--- src/hdl/fp_crc16_pkg.sv ---
`timescale 1ns / 1ps
package fp_crc16_pkg;

  localparam logic [3:0]  FRAME_LEN   = 4'd10;
  localparam logic [3:0]  CRC_BYTES   = 4'd8;
  localparam logic [3:0]  IDX_START   = 4'd0;
  localparam logic [3:0]  IDX_COMMAND = 4'd1;
  localparam logic [3:0]  IDX_SEQ_END = 4'd4;
  localparam logic [15:0] CRC_INIT    = 16'hFFFF;
  localparam logic [15:0] CRC_POLY    = 16'h1021;

  localparam logic [7:0]  START_BYTE_RESET = 8'd2;

  localparam int unsigned ADDR_W = 3;
  localparam logic [ADDR_W-3:0] REG_START_BYTE = '0;

  typedef enum logic [1:0] {
    STATUS_OK,
    STATUS_TOO_SHORT,
    STATUS_BAD_START,
    STATUS_CRC_MISMATCH
  } frame_status_t;

  typedef struct packed {
    logic [7:0] data_byte;
    logic       last_byte;
  } in_word_t;

  typedef struct packed {
    frame_status_t frame_status;
    logic [7:0]    command;
    logic [15:0]   sequence_res;
    logic [31:0]   payload_value;
  } out_word_t;

endpackage

--- src/hdl/fp_crc16_update.sv ---
`timescale 1ns / 1ps
module fp_crc16_update
  import fp_crc16_pkg::*;
(
  input  logic [15:0] crc_in,
  input  logic [7:0]  byte_in,
  output logic [15:0] crc_out
);

  // One byte of CRC-16/CCITT-FALSE, MSB first.
  always_comb begin
    logic [15:0] c;
    c = crc_in ^ {byte_in, 8'h00};
    for (int k = 0; k < 8; k++) begin
      if (c[15]) begin
        c = {c[14:0], 1'b0} ^ CRC_POLY;
      end else begin
        c = {c[14:0], 1'b0};
      end
    end
    crc_out = c;
  end

endmodule

--- src/hdl/frame_parser_crc16_top.sv ---
`timescale 1ns / 1ps
// channel | handshake         | payload    | meaning
// in      | in_valid/in_ready | in_data    | one received byte, last marks end of buffer
// out     | out_valid/out_ready | out_data | status and fields of one frame
// cfg     | psel/penable/pwrite | paddr, pwdata, prdata | start byte register
//
// One byte is taken every cycle while in_ready is high; the byte-wise CRC update and
// field capture sit between the input handshake and the state and result registers.
// A frame result appears in the cycle after its last byte is taken.
// A waiting result stalls input only while out_ready is low.
// Synchronous reset returns all frame state and start_byte to reset values.
module frame_parser_crc16_top
  import fp_crc16_pkg::*;
(
  input  logic              clk,
  input  logic              rst,
  input  logic              in_valid,
  output logic              in_ready,
  input  in_word_t          in_data,
  output logic              out_valid,
  input  logic              out_ready,
  output out_word_t         out_data,
  input  logic              psel,
  input  logic              penable,
  input  logic              pwrite,
  input  logic [ADDR_W-1:0] paddr,
  input  logic [31:0]       pwdata,
  output logic [31:0]       prdata,
  output logic              pready
);

  logic [7:0]  start_byte;
  logic [3:0]  byte_index;
  logic [15:0] running_crc;
  logic        start_ok;
  logic [7:0]  command_reg;
  logic [15:0] sequence_reg;
  logic [31:0] value_reg;
  logic [15:0] received_crc;

  logic [3:0]  byte_index_next;
  logic [15:0] running_crc_next;
  logic        start_ok_next;
  logic [7:0]  command_reg_next;
  logic [15:0] sequence_reg_next;
  logic [31:0] value_reg_next;
  logic [15:0] received_crc_next;
  logic [15:0] crc_step;
  out_word_t   result;
  logic        accept;
  logic        reg_hit;

  assign pready   = 1'b1;
  assign reg_hit  = (paddr[ADDR_W-1:2] == REG_START_BYTE);
  assign prdata   = reg_hit ? {24'd0, start_byte} : 32'd0;
  assign in_ready = !out_valid || out_ready;
  assign accept   = in_valid && in_ready;

  always_ff @(posedge clk) begin
    if (rst) begin
      start_byte <= START_BYTE_RESET;
    end else if (psel && penable && pwrite && reg_hit) begin
      start_byte <= pwdata[7:0];
    end
  end

  fp_crc16_update u_crc (
    .crc_in  (running_crc),
    .byte_in (in_data.data_byte),
    .crc_out (crc_step)
  );

  always_comb begin
    byte_index_next   = byte_index;
    running_crc_next  = running_crc;
    start_ok_next     = start_ok;
    command_reg_next  = command_reg;
    sequence_reg_next = sequence_reg;
    value_reg_next    = value_reg;
    received_crc_next = received_crc;
    // bytes past the tenth leave the frame untouched
    if (byte_index < FRAME_LEN) begin
      byte_index_next = byte_index + 4'd1;
      if (byte_index == IDX_START) begin
        start_ok_next = (in_data.data_byte == start_byte);
      end else if (byte_index == IDX_COMMAND) begin
        command_reg_next = in_data.data_byte;
      end else if (byte_index < IDX_SEQ_END) begin
        sequence_reg_next = {sequence_reg[7:0], in_data.data_byte};
      end else if (byte_index < CRC_BYTES) begin
        value_reg_next = {value_reg[23:0], in_data.data_byte};
      end else begin
        received_crc_next = {received_crc[7:0], in_data.data_byte};
      end
      if (byte_index < CRC_BYTES) begin
        running_crc_next = crc_step;
      end
    end
  end

  always_comb begin
    result.command       = command_reg_next;
    result.sequence_res  = sequence_reg_next;
    result.payload_value = value_reg_next;
    if (byte_index_next < FRAME_LEN) begin
      result.frame_status = STATUS_TOO_SHORT;
    end else if (!start_ok_next) begin
      result.frame_status = STATUS_BAD_START;
    end else if (received_crc_next != running_crc_next) begin
      result.frame_status = STATUS_CRC_MISMATCH;
    end else begin
      result.frame_status = STATUS_OK;
    end
    if (result.frame_status == STATUS_TOO_SHORT || result.frame_status == STATUS_BAD_START) begin
      result.command       = '0;
      result.sequence_res  = '0;
      result.payload_value = '0;
    end
  end

  always_ff @(posedge clk) begin
    if (rst || (accept && in_data.last_byte)) begin
      // rearm for the next buffer
      byte_index   <= '0;
      running_crc  <= CRC_INIT;
      start_ok     <= 1'b0;
      command_reg  <= '0;
      sequence_reg <= '0;
      value_reg    <= '0;
      received_crc <= '0;
    end else if (accept) begin
      byte_index   <= byte_index_next;
      running_crc  <= running_crc_next;
      start_ok     <= start_ok_next;
      command_reg  <= command_reg_next;
      sequence_reg <= sequence_reg_next;
      value_reg    <= value_reg_next;
      received_crc <= received_crc_next;
    end
  end

  always_ff @(posedge clk) begin
    if (rst) begin
      out_valid <= 1'b0;
    end else if (accept) begin
      out_valid <= in_data.last_byte;
    end else if (out_ready) begin
      out_valid <= 1'b0;
    end
  end

  always_ff @(posedge clk) begin
    if (accept && in_data.last_byte) begin
      out_data <= result;
    end
  end

endmodule

--- config.mk ---
export PLATFORM = sky130hd
export DESIGN_NAME = frame_parser_crc16_top
export DESIGN_NICKNAME = d
export VERILOG_FILES = /design/src/hdl/fp_crc16_pkg.sv /design/src/hdl/fp_crc16_update.sv /design/src/hdl/frame_parser_crc16_top.sv
export SDC_FILE = /design/constraint.sdc
export NUM_CORES = 1
export LEC_CHECK = 0
export BUFFER_PORTS_ARGS = -buffer_cell sky130_fd_sc_hd__buf_2
export CORE_MARGIN = 2
export CORE_UTILIZATION = 55
export CTS_BUF_LIST = sky130_fd_sc_hd__clkbuf_16
export DETAILED_ROUTE_END_ITERATION = 6
export PLACE_DENSITY = 0.83
export SLEW_MARGIN = 20
export SYNTH_ARGS = -nofsm -noshare
export SYNTH_HDL_FRONTEND = slang
export SYNTH_SLANG_ARGS = --single-unit
--- constraint.sdc ---
create_clock -name clk -period 4.41 [get_ports clk]
set_clock_uncertainty 0.1 [all_clocks]
set_input_delay 0 -clock clk [delete_from_list [all_inputs] [get_ports clk]]
set_output_delay 0 -clock clk [all_outputs]
set_load 0.05 [all_outputs]
==> results.env <==
CTS_SETUP_BUFFERS=0
TIMING.CRITICAL_PATH.FANOUT_MAX=15
ROWS=42
TIMING_HOLD_VIOLATIONS_FINAL=0
POST-SYNTH-TOP-AREA-CELL='dfxtp_1'
FINALSETUPVIOLATIONS=0
WORST_HOLD_PATH_TYPE='in -> reg'
CLK-INSERTION-DELAY-LATE_PS=430
CRIT_PATH_TOP_DELAY_CELL='or3b_1'
HOLDPATHEND='running_crc[9]$_SDFFE_PP1P_'
CELL_TYPES_WITH_THE_LARGEST_AREA_SHARE_AFTER_SYNTHESIS='dfxtp_1 27%, edfxtp_1 23%, nand2_1 15%'
DP_HPWL_UM=10700
MAX_FREQ_GHz=0.307
LARGEST_REGISTER_FF_COUNT=58
GRT_UTIL_ALL_LAYERS_PCT=24.8
SYNTHESIZED_CELL_AREA_UM2=7510
PATH_CLASS='reg -> reg'
MOST_COMMON_LIBRARY_CELL_IN_THE_LAYOUT_IGNORING_FILL_AND_TAPS='nand2_1'
DIE_WIDTH_UM=121
ANTENNA_CELLS=0
CRITICAL_PATH.ENDPOINT_TYPE='flip-flop'
FIN_HOLD_WS_PS=49.4
MULTI_INPUT_AREA_UM2=3360
LAYOUT_SETUP_WS_PS=1160
GRT_MAX_DEGREE=57
SETUP_TNS_PS=0
H-TREE-DEPTH=4
GLOBAL_ROUTE.OVERFLOW_TOTAL=0
FINAL.PERIOD_UTILIZATION_PCT=73.8
YS_SEQ_ELEMENTS=160
SLEW_VIOL_FINAL=0
DETAIL_ROUTE.ITER0.VIOLATIONS=722
IO_BUFFERS=92
CLOCK-ROOT-BUFFER='clkbuf_16'
MOST-COMMON-LAYOUT-CELLS='295 x nand2_1, 147 x a21oi_1, 102 x dfxtp_1'
CTS.SINKS=160
SYNTH_TOP_FLOP_CELL='dfxtp_1'
MAX-VDD-IR-DROP_mV=0.231
CORE-AREA_UM2=13300
FINALWIRELENGTH_UM=17600
ASYNCSETRESETFLOPFRACSYNTH_PCT=0
GRT_ANTENNA_BEFORE_REPAIR=0
GRT_PASS1_VIAS=5835
DIE_H_UM=121
CRITICAL_PATH.CELL_CHAIN='or3b_1 -> mux2i_1 -> xor2_1 -> xnor2_1 -> or4_1 -> nor4_2 -> a21boi_0'
ROUTE.DETAILED.WL_PER_INST_UM=15.4
CRIT_PATH_START_KIND='flip-flop'
DRT_ANTENNA_NET_COUNT=0
YS_SEQ_AREA_SHARE_PCT=50.4
WORST-SLEW-PIN-TRANSITION_PS=1090
TIMING.RR.END='out_data[57]$_DFFE_PP_'
MAX-SLEW-MARGIN-REL_PCT=27.0
SYNTHDOMINANTCELLAREASHARE_PCT=27.2
SYNTHESIS.YOSYS.WARNINGS=0
FINALCOREUTILIZATION_PCT=65.8
WORST-R2R-CELL-COUNT=7
FINAL.MIN_CLOCK_PERIOD_PS=3250
TRITONCTS='yes'
FIN_NETS=1005
NUM_VIAS=6236
FP.DIEAREA_UM2=14600
DRV_CAP=0
SYN_INST=863
DRT_PASS1_ITERATIONS=5
CP.REQUIRED_PS=4470
FINALWEIGHTEDCONGESTION=0.859
NFILLCELLS=1024
START_UTIL_PCT=56.5
SEQ_AREA_UM2=3780
DP_SLACK_PS=1280
LEAKAGEPOWER_nW=3.25
CTS_INSERTED_BUFFERS=17
SYNTH-EDFF-COUNT=58
OUTCOME='finished clean'
CLK_PIN_SLEW_WORST_PATHS_PS=60
PLACED_CELLS_INCL_TAPS=1082
FIRST_PASS_GRT_WIRE_LENGTH_UM=28500
FINALNONFILLERCELLS=1140
DETAIL_ROUTE.VIAS_PER_CELL=5.47
PWR_DENSITY_CELL_nW_PER_UM2=404
DRC=0
NETLIST-CELL-TYPE-COUNT=47
MAX-CLOCK-PATH-BUFFERS=2
RSZ0062_AT_GRT='false'
CRITPATHMAXSTAGEDELAY_PS=690
CRITICAL_PATH_ARRIVAL_PS=3310
REG2REG_SLACK_PS=1160
AREA_DELTA_SYNTH_FINAL_PCT=16.5
HOLD_PATH_DEPTH=4
DRIVE_ABOVE_1_SHARE_PCT=14.7
WORST_R2R_STARTPOINT='byte_index[2]$_SDFFE_PP0P_'
TIMING.HOLD.WORST.START='in_valid'
NUM_IO_PINS=144
SYNTH_AREA_PER_CELL_UM2=8.70
cell families (layout without fill, tap and decap cells):
logic type / Yosys count / in the layout / synth area share, %
adder cells (fa/ha/maj): 3 / 3 / 0.500
buffers and inverters: 89 / 167 / 6.10
other: 2 / 25 / 0.100
XOR/XNOR: 56 / 56 / 8.15
AO/OA/AOI/OAI: 174 / 174 / 12.1
multiplexers: 28 / 28 / 3.75
AND/OR/NAND/NOR: 351 / 351 / 18.9
flip-flops: 160 / 160 / 50.4
cell usage after synthesis (10+ instances only):
cell	n
nand2_1	296
nor2b_1	10
a21oi_1	147
mux2i_1	27
buf_4	26
xor2_1	13
clkbuf_1	46
edfxtp_1	58
nor2_1	21
dfxtp_1	102
xnor2_1	34
o21ai_0	13
where the power goes:
group | switching [W] | internal [W]
clock | 0.000582 | 0.000799
combinational | 0.000347 | 0.000206
sequential | 0.0000328 | 0.00157
critical path, delay by kind of cell (launching register included):
family	cells	cell delay (ps)
simple gates	3	1500
flops	1	590
xor+xnor	2	330
mux	1	300
compound gates	1	160
layout make-up:
cell class	count	area share, %
Clock buffer	18	5.15
Multi-Input combinational cell	637	38.5
Tap cell	176	2.52
Clock inverter	14	1.14
Inverter	6	0.258
Timing Repair Buffer	129	9.19
Sequential cell	160	43.3
layer usage:
metal / vias to the layer above / part of all wire [%] / routed length (µm) / global-route usage [%]
met5: - / 0 / 0 / 0
met4: 0 / 2.4 / 415 / 8.65
met3: 41 / 7.6 / 1340 / 6.23
met2: 273 / 48 / 8510 / 40.4
met1: 2926 / 42 / 7330 / 32.1
li1: 2996 / - / - / -
worst max-delay path by stage:
stage / from / end / depth (start not counted)
after floorplan: out_valid$_SDFFE_PP0P_ / sequence_reg[0]$_SDFFE_PP0P_ / 10
after global placement: byte_index[2]$_SDFFE_PP0P_ / out_data[57]$_DFFE_PP_ / 7
after detailed placement: byte_index[2]$_SDFFE_PP0P_ / out_data[57]$_DFFE_PP_ / 7
after CTS: byte_index[2]$_SDFFE_PP0P_ / out_data[57]$_DFFE_PP_ / 7
after global routing: byte_index[2]$_SDFFE_PP0P_ / out_data[57]$_DFFE_PP_ / 7
final: byte_index[2]$_SDFFE_PP0P_ / out_data[57]$_DFFE_PP_ / 7
through the flow:
step                power (W)  area [µm²]
finish                0.00353        8740
global route          0.00366        8740
CTS                   0.00354        8740
detailed placement    0.00216        7930
global placement      0.00215        7930
floorplan             0.00208        7590
timing repair:
item	in CTS	in global routing
endpoints found under the hold margin	49	0
resized for setup	0	0
hold buffers	26	0
Note: power is estimated with default switching activity, not from simulation.
